## src/rtl/bgi_pkg.sv

```systemverilog
// Shared types and fixed-point constants for the bicubic grid interpolator.
`default_nettype none

package bgi_pkg;

  // Field widths
  localparam int unsigned PIX_W  = 16;  // Q1.15 cell / result
  localparam int unsigned FRAC_W = 16;  // Q0.16 offset
  localparam int unsigned A_W    = 15;  // Q3.12 kernel parameter
  localparam int unsigned A_FRAC = 12;  // fraction bits of the kernel parameter
  localparam int unsigned WGT_FRAC = 16;  // fraction bits of a kernel weight

  // Datapath widths
  localparam int unsigned MUL_W  = 25;         // shared multiplier operand
  localparam int unsigned PROD_W = 2 * MUL_W;  // registered product
  localparam int unsigned ACC_W  = PROD_W;     // wide sums
  localparam int unsigned VAL_W  = 24;         // weights, row sums, polynomial

  localparam logic signed [A_W-1:0] KERNEL_A_RESET = -15'sd2048;  // -0.5
  localparam logic [PIX_W-1:0] PROB_ONE  = PIX_W'(1) << (PIX_W - 1);
  localparam logic [PIX_W-1:0] PROB_HALF = PIX_W'(1) << (PIX_W - 2);
  localparam logic [4:0]       ALL_UNSEEN = 5'd16;

  // One row of the window
  typedef struct packed {
    logic [PIX_W-1:0]  cell_0;
    logic [PIX_W-1:0]  cell_1;
    logic [PIX_W-1:0]  cell_2;
    logic [PIX_W-1:0]  cell_3;
    logic [3:0]        unseen_mask;
    logic [FRAC_W-1:0] frac_x;
    logic [FRAC_W-1:0] frac_y;
    logic              last_row;
  } in_item_t;

  // One interpolated result
  typedef struct packed {
    logic [PIX_W-1:0] probability;
    logic             not_observed;
  } out_item_t;

endpackage

`default_nettype wire

```

## src/rtl/bgi_mul.sv

```systemverilog
// Shared signed multiplier with a registered product.
`default_nettype none

module bgi_mul (
  input  logic                               clk_i,
  input  logic signed [bgi_pkg::MUL_W-1:0]   a_i,
  input  logic signed [bgi_pkg::MUL_W-1:0]   b_i,
  output logic signed [bgi_pkg::PROD_W-1:0]  p_o
);
  import bgi_pkg::*;

  logic signed [PROD_W-1:0] p_q;

  // one product per cycle, available the cycle after issue
  always_ff @(posedge clk_i) begin
    p_q <= PROD_W'(a_i) * PROD_W'(b_i);
  end

  assign p_o = p_q;

endmodule

`default_nettype wire

```

## config.mk

```make
export PLATFORM = sky130hd
export DESIGN_NAME = bgi_mul
export DESIGN_NICKNAME = d
export VERILOG_FILES = /design/src/rtl/bgi_pkg.sv /design/src/rtl/bgi_mul.sv
export SDC_FILE = /design/constraint.sdc
export NUM_CORES = 2
export LEC_CHECK = 0
export ABC_AREA = 1
export BUFFER_PORTS_ARGS = -buffer_cell sky130_fd_sc_hd__buf_2
export CAP_MARGIN = 10
export CELL_PAD_IN_SITES_DETAIL_PLACEMENT = 2
export CELL_PAD_IN_SITES_GLOBAL_PLACEMENT = 2
export CORE_UTILIZATION = 39
export DETAILED_ROUTE_END_ITERATION = 12
export PLACE_DENSITY_LB_ADDON = 0.1
export SYNTH_ARGS = -nofsm -noshare
export SYNTH_HDL_FRONTEND = slang
export SYNTH_SLANG_ARGS = --single-unit
```

## constraint.sdc

```tcl
create_clock -name clk_i -period 9.53 [get_ports clk_i]
set_input_delay 1.906 -clock clk_i [delete_from_list [all_inputs] [get_ports clk_i]]
set_output_delay 1.906 -clock clk_i [all_outputs]
set_load 0.02 [all_outputs]
```

==> Implementation_results.wiki <==
{| class="wikitable"
! Metric !! Value
|-
| Non-Filler Instances || 4342
|-
| IO Port Bufs || 100
|-
| Fmax || 114.7 MHz
|-
| Clock transition at the register clock pins on the worst setup and hold paths after CTS || 0.07 ns
|-
| Launching instance or port of the critical path || a_i[24]
|-
| Violated checks || DRC
|-
| Netlist area before placement || 0.02640 mm^2
|-
| Die Wd || 262.2 um
|-
| Slew Viols, Final || 0
|-
| Number of global-route vias before repair || 25320
|-
| Top cell types by occurrence after synthesis || sky130_fd_sc_hd__inv_1, sky130_fd_sc_hd__nand2_1, sky130_fd_sc_hd__fa_1
|-
| Layer with the highest usage || met2
|-
| CTS HTree Levels || 2
|-
| Maximum number of pins on one net before global-route repair || 26
|-
| Total routing usage reported by global routing || 0.2817
|-
| Unrepaired setup endpoints after global routing || no
|-
| Final standard cell utilization of the core || 0.4137
|-
| Average wire per cell in the routed design || 21.19 um
|-
| Total of flip-flops plus latches after synthesis || 50
|-
| Fill cells || 7908
|-
| Post-CTS setup repair buffer count || 0
|-
| Post-place instance area || 0.02758 mm^2
|-
| Die ar. || 0.06873 mm^2
|-
| Number of routed nets with antenna violations || 0
|-
| Starting density of the core || 0.3938
|-
| Maximum buffer depth of the clock tree || 2
|-
| Detailed Route Iter0 Violations || 780
|-
| Number of flip-flops in the largest register || 50
|-
| Met3 Track Usage GR || 0.01350
|-
| Post-route cell area || 0.02773 mm^2
|-
| Path category of the worst min-delay check || in -> reg
|-
| Minimum clock period || 8.721 ns
|-
| YS warnings || 0
|-
| Result of the run || finished with violations
|-
| Startpoint type of the worst setup path || primary input
|-
| Initial antenna violation count || 1
|-
| Largest driver fanout on the critical path || 11
|-
| Clock buffer count from CTS || 5
|-
| Syn Area/Cell || 7.564 um^2
|-
| Global route total overflow || 0
|-
| Post-route DRC violation count || 2
|-
| Asr flop ratio synth || 0
|-
| Half-perimeter wire length after placement || 81.27 mm
|-
| WL final || 92.01 mm
|-
| Capture point of the critical path || p_o[44]$_DFF_P_
|-
| First drt pass iteration count || 9
|-
| Global-route met2 utilization || 0.5189
|-
| Startpoint-to-endpoint class of the critical path || in -> reg
|-
| Arr. time, crit path || 8.92 ns
|-
| Number of setup violations in the final report || 0
|-
| Final Cycle Share || 0.9151
|-
| Number of nets in the synthesized netlist || 4340
|-
| Vias after detailed routing || 21010
|-
| Floorplan core area || 0.06704 mm^2
|-
| Floorplan row count || 95
|-
| Post-cts gate resize count || 0
|-
| First-pass GRT wire length || 145.3 mm
|-
| Root buf cell || sky130_fd_sc_hd__clkbuf_16
|-
| Instance count along the most critical hold path || 3
|-
| Actual slew at the worst max-slew pin || 0.7851 ns
|-
| Vias per std cell || 4.839
|-
| Total negative slack || 0 ns
|-
| Required time reported for the critical path endpoint || 9.73 ns
|-
| Count of hold-fix buffers inserted at cts || 0
|-
| Area added between synthesis and finish || 5.052%
|-
| Post-synthesis sequential area ratio || 0.03792
|-
| Cell variety after synth || 28
|-
| CTS tree || yes
|-
| Number of maximum-capacitance constraint violations || 0
|-
| Crit path capture type || flop
|-
| Most common cell in the netlist || sky130_fd_sc_hd__inv_1
|-
| Count of flip-flops with a built-in enable after synthesis || 0
|-
| Final RePlAce weighted congestion || 0.8759
|-
| Clock sink count || 50
|-
| Top_reg_cell synth || sky130_fd_sc_hd__dfxtp_1
|-
| Hold violation count in the final report || 0
|-
| Fin nets || 4317
|-
| Number of primary I/O pins || 101
|-
| Worst slew margin || 0.4766
|-
| Yosys top cell by area || sky130_fd_sc_hd__fa_1
|-
| Top cell type's share of synthesized area || 0.4990
|-
| Cell total after placement || 4333
|-
| Met1 usage || 0.3639
|-
| Share of post-route cells with drive strength above 1 || 0.05392
|-
| Cells after Synth || 3490
|-
| Height of the chip || 262.2 um
|-
| Top cells by area, synth || sky130_fd_sc_hd__fa_1, sky130_fd_sc_hd__inv_1, sky130_fd_sc_hd__nand2_1
|}
[cells in the final DEF (no fill, tap or decap), drive strengths merged]
| cell | instances |
|---|---|
| o211ai | 1 |
| fa | 658 |
| xnor2 | 11 |
| and2 | 1 |
| nand4 | 16 |
| a21oi | 44 |
| nor3 | 15 |
| nand3b | 3 |
| diode | 1 |
| o21ai | 10 |
| nand3 | 45 |
| a21o | 2 |
| ha | 141 |
| or2 | 7 |
| dfxtp | 50 |
| nand2 | 1002 |
| inv | 1205 |
| clkinvlp | 1 |
| xor2 | 20 |
| o21bai | 6 |
| clkbuf | 6 |
| nor2 | 105 |
| buf | 119 |
[metrics by stage]
stage / hold slack (ns) / setup WS [ns]
2_1_floorplan: 2.186 / 1.426
3_3_place_gp: 2.322 / 0.7339
3_5_place_dp: 2.323 / 0.4636
4_1_cts: 2.122 / 0.7641
5_1_grt: 2.134 / 0.4504
6_report: 2.107 / 0.8091
[routing by layer]
| metal | wire length [um] | vias up |
|---|---|---|
| met4 | 2082 | 0 |
| met3 | 2159 | 105 |
| li1 | - | 9398 |
| met1 | 39420 | 11180 |
| met5 | 0 | - |
| met2 | 48350 | 326 |
[logic make-up after synthesis]
family,after synthesis,share of synthesized area
XOR/XNOR,31,0.01028
AO/OA/AOI/OAI,63,0.01299
buffers and inverters,1353,0.1924
flip-flops,50,0.03792
adder cells (fa/ha/maj),799,0.5658
AND/OR/NAND/NOR,1194,0.1806
[final cells by class]
class | instances | area, um^2 | share of cell area
well taps | 873 | 1092 | 0.03939
inverters | 1204 | 4519 | 0.1630
multi-input cells | 2087 | 20320 | 0.7327
clock buffers | 6 | 138.9 | 0.005008
repair buffers | 119 | 643.1 | 0.02319
clock inverters | 2 | 16.27 | 0.0005865
diodes | 1 | 2.502 | 0.00009023
flip-flops and latches | 50 | 1001 | 0.03609
[worst max-delay path, cell delays in order]
cell and delay (ns):
sky130_fd_sc_hd__buf_2 0.20, sky130_fd_sc_hd__nand2_1 0.17, sky130_fd_sc_hd__inv_1 0.11, sky130_fd_sc_hd__fa_1 0.69
sky130_fd_sc_hd__inv_1 0.14, sky130_fd_sc_hd__fa_1 0.55, sky130_fd_sc_hd__buf_4 0.18, sky130_fd_sc_hd__inv_1 0.11
sky130_fd_sc_hd__fa_1 0.91, sky130_fd_sc_hd__inv_1 0.21, sky130_fd_sc_hd__fa_1 0.51, sky130_fd_sc_hd__fa_1 0.58
sky130_fd_sc_hd__fa_1 0.44, sky130_fd_sc_hd__fa_1 0.50, sky130_fd_sc_hd__inv_1 0.05, sky130_fd_sc_hd__ha_1 0.39
sky130_fd_sc_hd__nand2_1 0.10, sky130_fd_sc_hd__inv_1 0.11, sky130_fd_sc_hd__nand2_1 0.11, sky130_fd_sc_hd__nor3_1 0.40
sky130_fd_sc_hd__nand2_1 0.16, sky130_fd_sc_hd__nor2_1 0.14, sky130_fd_sc_hd__nand2_1 0.08, sky130_fd_sc_hd__nand4_1 0.10
sky130_fd_sc_hd__nand2_1 0.06
[worst min path at each step]
stage                          startpoint  slack [ns]              to
after floorplan                    a_i[0]        2.19  p_o[0]$_DFF_P_
after global placement     p_o[0]$_DFF_P_        2.32          p_o[0]
after detailed placement  p_o[24]$_DFF_P_        2.32         p_o[24]
after CTS                          b_i[0]        2.12  p_o[0]$_DFF_P_
after global routing               b_i[0]        2.13  p_o[0]$_DFF_P_
final                              b_i[0]        2.11  p_o[0]$_DFF_P_
Power is left out: the tool's default activity adds up to more than one toggle a clock period on the data nets, which glitch-free logic cannot reach.
