### src/rtl/bgi_pkg.sv
// Shared types and fixed-point constants for the bicubic grid interpolator.
`default_nettype none

package bgi_pkg;

  // Field widths
  localparam int unsigned PIX_W  = 16;  // Q1.15 cell / result
  localparam int unsigned FRAC_W = 16;  // Q0.16 offset
  localparam int unsigned A_W    = 15;  // Q3.12 kernel parameter
  localparam int unsigned A_FRAC = 12;  // fraction bits of the kernel parameter
  localparam int unsigned WGT_FRAC = 16;  // fraction bits of a kernel weight

  // Datapath widths
  localparam int unsigned MUL_W  = 25;         // shared multiplier operand
  localparam int unsigned PROD_W = 2 * MUL_W;  // registered product
  localparam int unsigned ACC_W  = PROD_W;     // wide sums
  localparam int unsigned VAL_W  = 24;         // weights, row sums, polynomial

  localparam logic signed [A_W-1:0] KERNEL_A_RESET = -15'sd2048;  // -0.5
  localparam logic [PIX_W-1:0] PROB_ONE  = PIX_W'(1) << (PIX_W - 1);
  localparam logic [PIX_W-1:0] PROB_HALF = PIX_W'(1) << (PIX_W - 2);
  localparam logic [4:0]       ALL_UNSEEN = 5'd16;

  // One row of the window
  typedef struct packed {
    logic [PIX_W-1:0]  cell_0;
    logic [PIX_W-1:0]  cell_1;
    logic [PIX_W-1:0]  cell_2;
    logic [PIX_W-1:0]  cell_3;
    logic [3:0]        unseen_mask;
    logic [FRAC_W-1:0] frac_x;
    logic [FRAC_W-1:0] frac_y;
    logic              last_row;
  } in_item_t;

  // One interpolated result
  typedef struct packed {
    logic [PIX_W-1:0] probability;
    logic             not_observed;
  } out_item_t;

endpackage

`default_nettype wire

### src/rtl/bgi_row_store.sv
// Row store: three held rows plus the last row, row count and unseen tally.
`default_nettype none

module bgi_row_store (
  input  logic                        clk_i,
  input  logic                        rst_ni,
  input  logic                        take_i,
  input  bgi_pkg::in_item_t           item_i,
  input  logic [1:0]                  rd_row_i,
  input  logic [1:0]                  rd_col_i,
  output logic [bgi_pkg::PIX_W-1:0]   rd_data_o,
  output logic [4:0]                  unseen_o
);
  import bgi_pkg::*;

  localparam int unsigned HELD_ROWS = 3;
  localparam int unsigned ROWS      = 4;
  localparam int unsigned COLS      = 4;

  logic [PIX_W-1:0]          store_q [ROWS][COLS];
  logic [PIX_W-1:0]          rd_data_q;
  logic [1:0]                rows_taken_q, rows_taken_d;
  logic [4:0]                tally_q, tally_d;
  logic [2:0]                row_unseen;
  logic [COLS-1:0][PIX_W-1:0] row_cells;
  logic                      wr_en;
  logic [1:0]                wr_row;

  assign row_cells = {item_i.cell_3, item_i.cell_2, item_i.cell_1, item_i.cell_0};

  // unseen cells of the incoming row, added to what the held rows had
  assign row_unseen = {2'b0, item_i.unseen_mask[0]} + {2'b0, item_i.unseen_mask[1]}
                    + {2'b0, item_i.unseen_mask[2]} + {2'b0, item_i.unseen_mask[3]};
  assign unseen_o = tally_q + {2'b0, row_unseen};

  // a held row goes to the next free slot, the last row to the top slot;
  // rows past the third are dropped
  assign wr_en  = take_i && (item_i.last_row || (rows_taken_q < 2'(HELD_ROWS)));
  assign wr_row = item_i.last_row ? 2'(ROWS - 1) : rows_taken_q;

  always_comb begin
    rows_taken_d = rows_taken_q;
    tally_d      = tally_q;
    if (take_i) begin
      if (item_i.last_row) begin
        rows_taken_d = '0;
        tally_d      = '0;
      end else if (rows_taken_q < 2'(HELD_ROWS)) begin
        rows_taken_d = rows_taken_q + 2'd1;
        tally_d      = unseen_o;
      end
    end
  end

  always_ff @(posedge clk_i or negedge rst_ni) begin
    if (!rst_ni) begin
      rows_taken_q <= '0;
      tally_q      <= '0;
    end else begin
      rows_taken_q <= rows_taken_d;
      tally_q      <= tally_d;
    end
  end

  // cell storage, no reset: every entry is written before it is read;
  // the read data is registered, so the data follows the address in the next cycle
  always_ff @(posedge clk_i) begin
    if (wr_en) begin
      for (int i = 0; i < COLS; i++) begin
        store_q[wr_row][i] <= row_cells[i];
      end
    end
    rd_data_q <= store_q[rd_row_i][rd_col_i];
  end

  assign rd_data_o = rd_data_q;

endmodule

`default_nettype wire

### config.mk
export PLATFORM = sky130hd
export DESIGN_NAME = bgi_row_store
export DESIGN_NICKNAME = d
export VERILOG_FILES = /design/src/rtl/bgi_pkg.sv /design/src/rtl/bgi_row_store.sv
export SDC_FILE = /design/constraint.sdc
export NUM_CORES = 1
export LEC_CHECK = 0
export ABC_CLOCK_PERIOD_IN_PS = 10500
export BUFFER_PORTS_ARGS = -buffer_cell sky130_fd_sc_hd__buf_2
export CORE_AREA = 2 2 165 118
export CTS_CLUSTER_SIZE = 8
export DETAILED_ROUTE_END_ITERATION = 7
export DIE_AREA = 0 0 167 120
export PLACE_DENSITY = 0.78
export SYNTH_ARGS = -nofsm -noshare
export SYNTH_HDL_FRONTEND = slang
export SYNTH_SLANG_ARGS = --single-unit
### constraint.sdc
create_clock -name clk_i -period 10.5 [get_ports clk_i]
set_clock_uncertainty 0.05 [all_clocks]
set_input_delay 0 -clock clk_i [delete_from_list [all_inputs] [get_ports clk_i]]
set_output_delay 0 -clock clk_i [all_outputs]
set_load 0.005 [all_outputs]
==> impl_summary.log, run 1 <==
INFO  metric max_clock_freq = 347 MHz
INFO  metric reg2reg_to = store_q[2][1]$_DFFE_PP_
INFO  metric layout_overhead_on_the_synthesized_area = 24.6%
INFO  metric avgRoutedWirePerCell = 21.9 µm
INFO  metric drtAntennaViolNets = 0
INFO  metric grtUsageTotal = 0.209
INFO  metric post_cts_hold_buffer_count = 68
INFO  metric cts-buffers-inserted = 40
INFO  metric viasPerCell = 5.70
INFO  metric netlist.top_cell.by_area = sky130_fd_sc_hd__edfxtp_1
INFO  metric start_util = 0.560
INFO  metric layout_min_cycle_time = ~2.9 ns
INFO  metric routabilityCongestion = around 0.74
INFO  metric critical_path.cell_chain = ha_1 -> inv_1 -> o21ai_1 -> nor3_1 -> and2_2 -> buf_4
INFO  metric timing.critical_path.from = rows_taken_q[1]$_DFFE_PN0P_
INFO  metric ys_ff_latch = between 200 and 300
INFO  metric final-setup-viol-count = 0
INFO  metric synth-main-ff-cell = sky130_fd_sc_hd__edfxtp_1
INFO  metric setup.reg_to_reg.worst_slack = approximately 7.6 ns
INFO  metric path_clk_slew = 0.05 ns
INFO  metric finalHoldViolCount = 0
INFO  metric max_slew_margin = 0.178
INFO  metric drc = 0
INFO  metric drt-initial-drc-count = around 400
INFO  metric critPathSlowestCell = sky130_fd_sc_hd__o21ai_1
INFO  metric nets = ~760
INFO  metric clock-root-buffer = sky130_fd_sc_hd__clkbuf_16
INFO  metric synth-seq-area-share = 0.787
INFO  metric setup_total_negative_slack = 0 ns
INFO  metric async_flop_share = 0.0251
INFO  metric share_of_yosys_cell_area_claimed_by_the_top_area_cell_type = 0.739
INFO  metric drt_pre_antenna_iters = 5
INFO  metric proportion_of_layout_cells_with_a_drive_suffix_above_1 = 0.301
INFO  metric cts_setup_buffers = 0
INFO  metric hp-start = rd_col_i[1]
INFO  metric port-buffer-count = 96
INFO  metric min_delay_worst_endpoint = rd_data_o[7]$_DFF_P_
INFO  metric leakage = around 4.6 nW
INFO  metric grt_pass1_wl = roughly 31000 µm
INFO  metric first_global_vias = between 5000 and 6000
INFO  metric hpwl_reported_at_the_end_of_detailed_placement = ~11000 µm
INFO  metric min_path_cells = 5
INFO  metric slew_worst_pin = 1.22 ns
INFO  metric power.ir.vdd_worst = 0.000176 V
INFO  metric fin_max_slew_vios = 0
INFO  metric power_density = about 200 mW/mm²
INFO  metric synth-edff-count = approximately 260
INFO  metric io_pins = 129
INFO  metric synth_area_per_cell = approximately 23 µm²
INFO  metric number_of_rows_in_the_core_area = 42
INFO  metric critical_path.max_stage_delay = between 0.9 and 1 ns
INFO  metric final.period_utilization = 0.274
INFO  metric largest_net_degree_at_the_start_of_global_routing = 65
INFO  metric worst-endpoint-arrival = 2.96 ns
INFO  metric cp.required = between 10 and 15 ns
INFO  metric max_cap_violation_count = 0
INFO  metric cts-root-to-sink-buffers = 3
INFO  metric synth_cells = about 460
INFO  metric critical_path_start_type = flip-flop
INFO  metric die-width = ~170 µm
INFO  metric nFillCells = ~1100
INFO  metric dieHeight = roughly 120 µm
INFO  metric timing.setup.critical_path_class = reg -> reg
INFO  metric rr_startpoint = rows_taken_q[1]$_DFFE_PN0P_
INFO  metric ys_top_cells_by_area = sky130_fd_sc_hd__edfxtp_1 (74%), sky130_fd_sc_hd__mux4_2 (12%), sky130_fd_sc_hd__dfxtp_1 (3.1%)
INFO  metric post_cts_resized = 0
INFO  metric maximum_fanout_along_the_worst_path = 64
INFO  metric core-area = approximately 0.019 mm²
INFO  metric initial_antenna_violation_count = 2
INFO  metric hp-class = in -> reg
INFO  metric postSynthNetCount = around 570
INFO  metric mostFrequentLayoutCells = sky130_fd_sc_hd__edfxtp_1 (256), sky130_fd_sc_hd__buf_2 (95), sky130_fd_sc_hd__dlygate4sd3_1 (68)
INFO  metric yosysWarningCount = 0
INFO  metric rsz_0062_raised_after_global_routing = false
INFO  metric postRouteWirelength = approximately 20000 µm
INFO  metric tritoncts = built
INFO  metric run_status = completed
INFO  metric cp_capture_type = flip-flop
INFO  metric clkSinkCount = ~280
INFO  metric floorplan.die_area = between 0.02 and 0.025 mm²
INFO  metric worst-r2r-cell-count = 6
INFO  metric global_route.overflow_total = 0
INFO  metric synth_area = ~0.010 mm²
INFO  metric num_vias = 5255
INFO  metric layout.cells.most_common = sky130_fd_sc_hd__edfxtp_1
INFO  metric htree_levels = 2
INFO  metric fin_total_pwr = approximately 2.7 mW
INFO  metric synth.distinct_cells = 30
INFO  metric worst_skew_late_latency = 0.50 ns
==> layout make-up <==
class	instances	area, µm²	share of cell area
Timing Repair Buffer	173	1230	0.0950
Inverter	8	30.0	0.00232
Sequential cell	279	8180	0.632
Clock buffer	69	1130	0.0873
Antenna cell	2	5.00	0.000386
Multi-Input combinational cell	149	2070	0.160
Tap cell	242	303	0.0234
==> power by group <==
| part | total, mW | internal, mW | leakage [nW] | switching [mW] |
|---|---|---|---|---|
| logic | 0.198 | 0.0927 | 1.44 | 0.105 |
| clock network | 1.15 | 0.720 | 0.538 | 0.426 |
| registers | 1.31 | 1.29 | 2.58 | 0.0195 |
==> how the worst max path moves through the flow <==
| stage | endpoint |
|---|---|
| 3_3_place_gp | store_q[2][33]$_DFFE_PP_ |
| 5_1_grt | store_q[2][30]$_DFFE_PP_ |
| 2_1_floorplan | store_q[1][0]$_DFFE_PP_ |
| 4_1_cts | store_q[2][55]$_DFFE_PP_ |
| 3_5_place_dp | store_q[2][33]$_DFFE_PP_ |
| 6_report | store_q[2][1]$_DFFE_PP_ |
==> registers in the layout (all words and copies together) (netlist names) <==
register	count
store_q	256
rd_data_o	16
tally_q	5
rows_taken_q	2
==> synthesized netlist by cell type, drive strengths merged (2+ instances only) <==
master  number
a22o         2
a22oi       32
and2         2
buf         13
clkbuf      10
dfrtp        7
dfxtp       16
edfxtp     256
fa           3
ha           2
inv          8
mux4        64
nand2       21
nand2b       2
nor2         4
nor2b        3
o21ai        4
o31ai        2
xnor2        2
==> per-stage QoR <==
stage               instance area (µm²)  setup slack, ns  hold WS (ns)  utilization  std cells
floorplan                         10400             2.38        -0.346            -        459
global placement                  11100             7.84        -0.215        0.601        783
detailed placement                11100             7.65        -0.204        0.601        783
CTS                               13000             7.64        0.0928        0.698        920
global route                      13000             7.36         0.138        0.699        922
finish                            13000             7.62         0.111        0.699        922
==> routing by layer <==
layer / wire (µm) / track usage / vias to the layer above / share of wire
met4: 301 / 0.0647 / 0 / 0.015
met3: 1220 / 0.0491 / 36 / 0.060
met5: 0 / 0 / - / 0
met2: 10300 / 0.358 / 185 / 0.51
met1: 8370 / 0.271 / 2713 / 0.41
li1: - / - / 2321 / -
==> worst max-delay path: cells and delay by family (launching register included) <==
family,cells,cell delay [ns]
DFF,1,0.45
adders and majority gates,1,0.18
AOI/OAI and AO/OA,1,0.93
and+or+nand+nor,2,0.41
buffers and inverters,2,0.44
==> cells by family after synthesis <==
family	synth area share
and+or+nand+nor	0.0152
DFF	0.787
muxes	0.142
xor gates and xnor gates	0.00253
buffers and inverters	0.0154
AOI/OAI and AO/OA	0.0294
adders and majority gates	0.00818
Power figures use the tool's default switching activity.
==> inputs of run 2 (changes only) <==
--- a/config.mk
+++ b/config.mk
@@ -5,7 +5,7 @@
 export SDC_FILE = /design/constraint.sdc
 export NUM_CORES = 1
 export LEC_CHECK = 0
-export ABC_CLOCK_PERIOD_IN_PS = 10500
+export ABC_CLOCK_PERIOD_IN_PS = 2900
 export BUFFER_PORTS_ARGS = -buffer_cell sky130_fd_sc_hd__buf_2
 export CORE_AREA = 2 2 165 118
 export CTS_CLUSTER_SIZE = 8
==> constraint.sdc (replaced) <==
create_clock -name clk_i -period 2.9 [get_ports clk_i]
set_clock_uncertainty 0.05 [all_clocks]
set_input_delay 0 -clock clk_i [delete_from_list [all_inputs] [get_ports clk_i]]
set_output_delay 0 -clock clk_i [all_outputs]
set_load 0.005 [all_outputs]
==> impl_summary.log, run 2 (synthesized netlist as in run 1, its figures left out) <==
INFO  metric run_status = completed (unchanged)
INFO  metric tritoncts = built (unchanged)
INFO  metric placed_cells = 784 (was 783)
INFO  metric power_density = 736 mW/mm² (was 205 mW/mm²)
INFO  metric cp.required = 2.85 ns (was 10.58 ns)
INFO  metric timing.setup.critical_path_class = reg -> out (was reg -> reg)
INFO  metric hp-start = rd_col_i[1] (unchanged)
INFO  metric routabilityCongestion = 0.723 (was 0.744)
INFO  metric leakage = 4.59 nW (was 4.55 nW)
INFO  metric place_ws = 0.680 ns (was 7.65 ns)
INFO  metric finalHoldViolCount = 0 (unchanged)
INFO  metric grt_pass1_wl = 32500 µm (was 31300 µm)
INFO  metric slew_worst_pin = 1.05 ns (was 1.22 ns)
INFO  metric worst-r2r-cell-count = 5 (was 6)
INFO  metric viasPerCell = 5.64 (was 5.70)
INFO  metric power.ir.vdd_worst = 0.000554 V (was 0.000176 V)
INFO  metric cts-root-to-sink-buffers = 3 (unchanged)
INFO  metric fin_total_pwr = 9.64 mW (was 2.65 mW)
INFO  metric nets = 767 (was 764)
INFO  metric die-width = 167 µm (unchanged)
INFO  metric drt-initial-drc-count = 463 (was 402)
INFO  metric port-buffer-count = 96 (unchanged)
INFO  metric avgRoutedWirePerCell = 22.1 µm (was 21.9 µm)
INFO  metric layout.cells.most_common = sky130_fd_sc_hd__edfxtp_1 (unchanged)
INFO  metric final-setup-viol-count = 0 (unchanged)
INFO  metric reg2reg_to = tally_q[1]$_DFFE_PN0P_ (was store_q[2][1]$_DFFE_PP_)
INFO  metric grt_util_met1 = 0.287 (was 0.271)
INFO  metric grtUsageMet2 = 0.368 (was 0.358)
INFO  metric clkSinkCount = 279 (unchanged)
INFO  metric initial_antenna_violation_count = 2 (unchanged)
INFO  metric hp-class = in -> reg (unchanged)
INFO  metric max_clock_freq = 424 MHz
INFO  metric num_vias = 5223 (was 5255)
INFO  metric final.period_utilization = 0.813
INFO  metric worst_skew_late_latency = 0.49 ns (was 0.50 ns)
INFO  metric rsz_0062_raised_after_global_routing = false (unchanged)
INFO  metric largest_net_degree_at_the_start_of_global_routing = 65 (unchanged)
INFO  metric core-area = 0.0186 mm² (unchanged)
INFO  metric top_usage_layer = met2 (unchanged)
INFO  metric cp_capture_type = output pin (was flip-flop)
INFO  metric postLayoutSetupSlackWorst = 0.541 ns (was 7.62 ns)
INFO  metric global_route.overflow_total = 0 (unchanged)
INFO  metric layout_overhead_on_the_synthesized_area = 26.0% (was 24.6%)
INFO  metric rr_startpoint = tally_q[0]$_DFFE_PN0P_ (was rows_taken_q[1]$_DFFE_PN0P_)
INFO  metric drt_pre_antenna_iters = 5 (unchanged)
INFO  metric maximum_fanout_along_the_worst_path = 2 (was 64)
INFO  metric cts-buffers-inserted = 40 (unchanged)
INFO  metric clock-root-buffer = sky130_fd_sc_hd__clkbuf_16 (unchanged)
INFO  metric layout_min_cycle_time = 2.36 ns
INFO  metric first_global_vias = 5831 (was 5739)
INFO  metric mostFrequentLayoutCells = sky130_fd_sc_hd__edfxtp_1 (256), sky130_fd_sc_hd__buf_2 (95), sky130_fd_sc_hd__dlygate4sd3_1 (70) (was sky130_fd_sc_hd__edfxtp_1 (256), sky130_fd_sc_hd__buf_2 (95), sky130_fd_sc_hd__dlygate4sd3_1 (68))
INFO  metric path_clk_slew = 0.05 ns (about the same)
INFO  metric worst-endpoint-arrival = 2.31 ns (was 2.96 ns)
INFO  metric max_cap_violation_count = 0 (unchanged)
INFO  metric largest_reg_flops = 256 (unchanged)
INFO  metric post_cts_hold_buffer_count = 70 (was 68)
INFO  metric max_slew_margin = 0.299 (was 0.178)
INFO  metric cts_setup_buffers = 0 (unchanged)
INFO  metric proportion_of_layout_cells_with_a_drive_suffix_above_1 = 0.309 (was 0.301)
INFO  metric min_delay_worst_endpoint = rd_data_o[12]$_DFF_P_ (was rd_data_o[7]$_DFF_P_)
INFO  metric critical_path_start_type = flip-flop (unchanged)
INFO  metric final_cell_count_without_fillers = 926 (was 922)
INFO  metric postRouteWirelength = 20400 µm (was 20200 µm)
INFO  metric io_pins = 129 (unchanged)
INFO  metric min_path_cells = 4 (was 5)
INFO  metric worst_hold_slack = 0.151 ns (was 0.111 ns)
INFO  metric dieHeight = 120 µm (unchanged)
INFO  metric start_util = 0.560 (unchanged)
INFO  metric setup_total_negative_slack = 0 ns (unchanged)
INFO  metric drc = 0 (unchanged)
INFO  metric post_cts_resized = 0 (unchanged)
INFO  metric drtAntennaViolNets = 0 (unchanged)
INFO  metric fin_max_slew_vios = 0 (unchanged)
INFO  metric setup.reg_to_reg.worst_slack = 0.57 ns (was 7.62 ns)
INFO  metric htree_levels = 2 (unchanged)
INFO  metric hpwl_reported_at_the_end_of_detailed_placement = 10800 µm (was 10600 µm)
INFO  metric floorplan.die_area = 0.0200 mm² (unchanged)
INFO  metric number_of_rows_in_the_core_area = 42 (unchanged)
INFO  metric groute.layer.met3.usage = 0.0478 (was 0.0491)
INFO  metric grtUsageTotal = 0.215 (was 0.209)
INFO  metric registers.top_by_ff_count = store_q (unchanged)
[run 2: cell types whose count changed in the layout (fill, tap and decap cells not counted), sizes merged]
cell / change
buf: +1
clkbuf: +1
dlygate4sd3: +2
[run 2: final cells by class]
cell class	instances	area [µm²]
inverters	8	30.0
well taps	242	303
diodes	2	5.00
multi-input cells	149	2120
flip-flops and latches	279	8190
clock buffers	70	1130
repair buffers	176	1320
fillers	1122	5450
[run 2: worst max path at each step]
stage | to | depth (start not counted) | start
finish | unseen_o[4] | 6 | tally_q[0]$_DFFE_PN0P_
global route | unseen_o[4] | 6 | tally_q[0]$_DFFE_PN0P_
CTS | unseen_o[4] | 6 | tally_q[0]$_DFFE_PN0P_
detailed placement | tally_q[4]$_DFFE_PN0P_ | 8 | item_i[33]
global placement | tally_q[4]$_DFFE_PN0P_ | 8 | item_i[33]
floorplan | store_q[0][0]$_DFFE_PP_ | 5 | rows_taken_q[1]$_DFFE_PN0P_
[run 2: critical path, cell delays in order, from the launching register on]
cell,delay [ns]
sky130_fd_sc_hd__dfrtp_1,0.35
sky130_fd_sc_hd__inv_1,0.06
sky130_fd_sc_hd__fa_1,0.43
sky130_fd_sc_hd__fa_1,0.44
sky130_fd_sc_hd__nor2_1,0.18
sky130_fd_sc_hd__xor2_1,0.21
sky130_fd_sc_hd__buf_2,0.15
[run 2: per-layer routing]
metal	vias to the layer above	share of wire
li1	2329	-
met1	2691	0.41
met2	173	0.51
met3	30	0.058
met4	0	0.015
met5	-	0
[run 2: report_power, final]
part / leakage (nW) / switching, mW / internal [mW]
combinational: 1.48 / 0.395 / 0.364
clock: 0.540 / 1.53 / 2.61
sequential: 2.58 / 0.0771 / 4.66
total: 4.59 / 2.01 / 7.64
[run 2: metrics by stage]
step                      instance area (µm²)  utilization
after detailed placement                11300        0.607
after CTS                               13100        0.706
after global placement                  11300        0.607
after global routing                    13100        0.706
final                                   13100        0.706
after floorplan                         10500            -
==> inputs of run 3 (changes only) <==
--- a/config.mk
+++ b/config.mk
@@ -5,7 +5,7 @@
 export SDC_FILE = /design/constraint.sdc
 export NUM_CORES = 1
 export LEC_CHECK = 0
-export ABC_CLOCK_PERIOD_IN_PS = 2900
+export ABC_CLOCK_PERIOD_IN_PS = 2430
 export BUFFER_PORTS_ARGS = -buffer_cell sky130_fd_sc_hd__buf_2
 export CORE_AREA = 2 2 165 118
 export CTS_CLUSTER_SIZE = 8
==> constraint.sdc (replaced) <==
create_clock -name clk_i -period 2.43 [get_ports clk_i]
set_clock_uncertainty 0.05 [all_clocks]
set_input_delay 0 -clock clk_i [delete_from_list [all_inputs] [get_ports clk_i]]
set_output_delay 0 -clock clk_i [all_outputs]
set_load 0.005 [all_outputs]
==> impl_summary.log, run 3 (synthesized netlist as in run 1, its figures left out) <==
INFO  metric layout.cells.most_common = sky130_fd_sc_hd__edfxtp_1 (unchanged)
INFO  metric htree_levels = 2 (unchanged)
INFO  metric cts_setup_buffers = 0 (unchanged)
INFO  metric clock-root-buffer = sky130_fd_sc_hd__clkbuf_16 (unchanged)
INFO  metric path_buf_inv = 2 (unchanged)
INFO  metric viasPerCell = 5.67 (was 5.64)
INFO  metric critical_path.cell_chain = inv_1 -> fa_2 -> fa_2 -> nor2_2 -> xor2_1 -> buf_2 (was inv_1 -> fa_1 -> fa_1 -> nor2_1 -> xor2_1 -> buf_2)
INFO  metric cts-root-to-sink-buffers = 3 (unchanged)
INFO  metric drt-initial-drc-count = 509 (was 463)
INFO  metric clkSinkCount = 279 (unchanged)
INFO  metric number_of_rows_in_the_core_area = 42 (unchanged)
INFO  metric postLayoutSetupSlackWorst = 0.181 ns (was 0.541 ns)
INFO  metric avgRoutedWirePerCell = 22.3 µm (was 22.1 µm)
INFO  metric largest_reg_flops = 256 (unchanged)
INFO  metric largest_net_degree_at_the_start_of_global_routing = 65 (unchanged)
INFO  metric floorplan.die_area = 0.0200 mm² (unchanged)
INFO  metric final-setup-viol-count = 0 (unchanged)
INFO  metric hpwl_reported_at_the_end_of_detailed_placement = 11100 µm (was 10800 µm)
INFO  metric core-area = 0.0186 mm² (unchanged)
INFO  metric grt_pass1_wl = 32200 µm (was 32500 µm)
INFO  metric worst-endpoint-arrival = 2.20 ns (was 2.31 ns)
INFO  metric critPathSlowestCell = sky130_fd_sc_hd__fa_2 (was sky130_fd_sc_hd__fa_1)
INFO  metric max_cap_violation_count = 0 (unchanged)
INFO  metric maximum_fanout_along_the_worst_path = 2 (unchanged)
INFO  metric power.ir.vdd_worst = 0.000531 V (was 0.000554 V)
INFO  metric max_slew_margin = 0.330 (was 0.299)
INFO  metric leakage = 4.62 nW (was 4.59 nW)
INFO  metric hp-class = in -> reg (unchanged)
INFO  metric fin_max_slew_vios = 0 (unchanged)
INFO  metric registers.top_by_ff_count = store_q (unchanged)
INFO  metric finalHoldViolCount = 0 (unchanged)
INFO  metric drc = 0 (unchanged)
INFO  metric cp_common_cell = sky130_fd_sc_hd__fa_2 (was sky130_fd_sc_hd__fa_1)
INFO  metric drt_pre_antenna_iters = 7 (was 5)
INFO  metric rsz_0062_raised_after_global_routing = false (unchanged)
INFO  metric start_util = 0.560 (unchanged)
INFO  metric max_clock_freq = roughly 440 MHz
INFO  metric run_status = completed (unchanged)
INFO  metric power_density = 875 mW/mm² (was 736 mW/mm²)
INFO  metric num_vias = 5253 (was 5223)
INFO  metric initial_antenna_violation_count = 1 (was 2)
INFO  metric place_ws = 0.263 ns (was 0.680 ns)
INFO  metric io_pins = 129 (unchanged)
INFO  metric worst_skew_late_latency = 0.50 ns (was 0.49 ns)
INFO  metric postRouteWirelength = 20700 µm (was 20400 µm)
INFO  metric nets = 770 (was 767)
INFO  metric grtUsageTotal = 0.214 (was 0.215)
INFO  metric drtAntennaViolNets = 0 (unchanged)
INFO  metric global_route.overflow_total = 0 (unchanged)
INFO  metric routabilityCongestion = 0.733 (was 0.723)
INFO  metric first_global_vias = 5770 (was 5831)
INFO  metric cp_capture_type = output pin (unchanged)
INFO  metric mostFrequentLayoutCells = sky130_fd_sc_hd__edfxtp_1 (256), sky130_fd_sc_hd__buf_2 (95), sky130_fd_sc_hd__dlygate4sd3_1 (70) (unchanged)
INFO  metric critical_path_start_type = flip-flop (unchanged)
INFO  metric timing.setup.critical_path_class = reg -> out (unchanged)
INFO  metric path_clk_slew = 0.05 ns (about the same)
INFO  metric layout_min_cycle_time = between 2 and 2.5 ns
INFO  metric tritoncts = built (unchanged)
INFO  metric die-width = 167 µm (unchanged)
INFO  metric timing.critical_path.max_delay_family = adder cells (unchanged)
INFO  metric final.period_utilization = 0.926
INFO  metric port-buffer-count = 96 (unchanged)
INFO  metric dieHeight = 120 µm (unchanged)
INFO  metric cp.required = 2.38 ns (was 2.85 ns)
INFO  metric slew_worst_pin = 1.00 ns (was 1.05 ns)
INFO  metric fin_total_pwr = 11.5 mW (was 9.64 mW)
INFO  metric critical_path.max_stage_delay = 0.40 ns (was 0.44 ns)
INFO  metric cts-buffers-inserted = 40 (unchanged)
INFO  metric proportion_of_layout_cells_with_a_drive_suffix_above_1 = 0.318 (was 0.309)
INFO  metric layout_overhead_on_the_synthesized_area = 26.7% (was 26.0%)
-- run 3: timing repair --
item                                   in CTS  in global routing
hold buffers                               70                  0
resized for setup                           0                  3
endpoints found under the hold margin     273                  0
setup endpoints to repair                   0                  1
-- run 3: worst paths after layout --
kind,start,endpoint,slack [ns],depth (start not counted)
worst max-delay path,tally_q[0]$_DFFE_PN0P_,unseen_o[4],0.18,6
worst min-delay path,rd_col_i[1],rd_data_o[3]$_DFF_P_,0.05,4
worst max register to register,rows_taken_q[1]$_DFFE_PN0P_,store_q[2][43]$_DFFE_PP_,0.36,6
worst min register to register,tally_q[4]$_DFFE_PN0P_,tally_q[4]$_DFFE_PN0P_,0.50,1
max in group asynchronous,rst_ni,rows_taken_q[1]$_DFFE_PN0P_,1.63,3
min in group asynchronous,rst_ni,tally_q[4]$_DFFE_PN0P_,0.42,3
-- run 3: layout make-up --
class                      instances  area [µm²]
inverter                           8        30.0
multi-input combinational        149        2130
clock buffer                      68        1130
antenna                            1        2.50
tap                              242         303
timing repair buffer             179        1390
fill                            1106        5380
sequential                       279        8190
-- run 3: where the power goes --
part | internal [mW] | switching [mW] | total [mW]
Sequential | 5.56 | 0.0931 | 5.65
Combinational | 0.448 | 0.479 | 0.927
Clock | 3.11 | 1.83 | 4.94
Total | 9.11 | 2.40 | 11.5
-- run 3: tightest hold or removal path: stages --
cell                      delay (ns)
sky130_fd_sc_hd__buf_2          0.12
sky130_fd_sc_hd__nor2b_1        0.18
sky130_fd_sc_hd__a22oi_1        0.18
sky130_fd_sc_hd__nand2_1        0.06
-- run 3: routing by layer --
layer	GRT usage	part of all wire
met4	0.0490	0.016
met3	0.0452	0.061
met2	0.354	0.51
met5	0	0
met1	0.300	0.41
-- run 3: through the flow --
| step | std cells | hold slack (ns) | util | cell area, µm² | setup TNS (ns) |
|---|---|---|---|---|---|
| 2_1_floorplan | 459 | -0.346 | - | 10500 | -175.83 |
| 3_3_place_gp | 787 | -0.215 | 0.611 | 11300 | 0 |
| 3_5_place_dp | 787 | -0.202 | 0.611 | 11300 | 0 |
| 4_1_cts | 925 | 0.0392 | 0.709 | 13200 | 0 |
| 5_1_grt | 926 | 0.0755 | 0.710 | 13200 | 0 |
| 6_report | 926 | 0.0515 | 0.710 | 13200 | 0 |
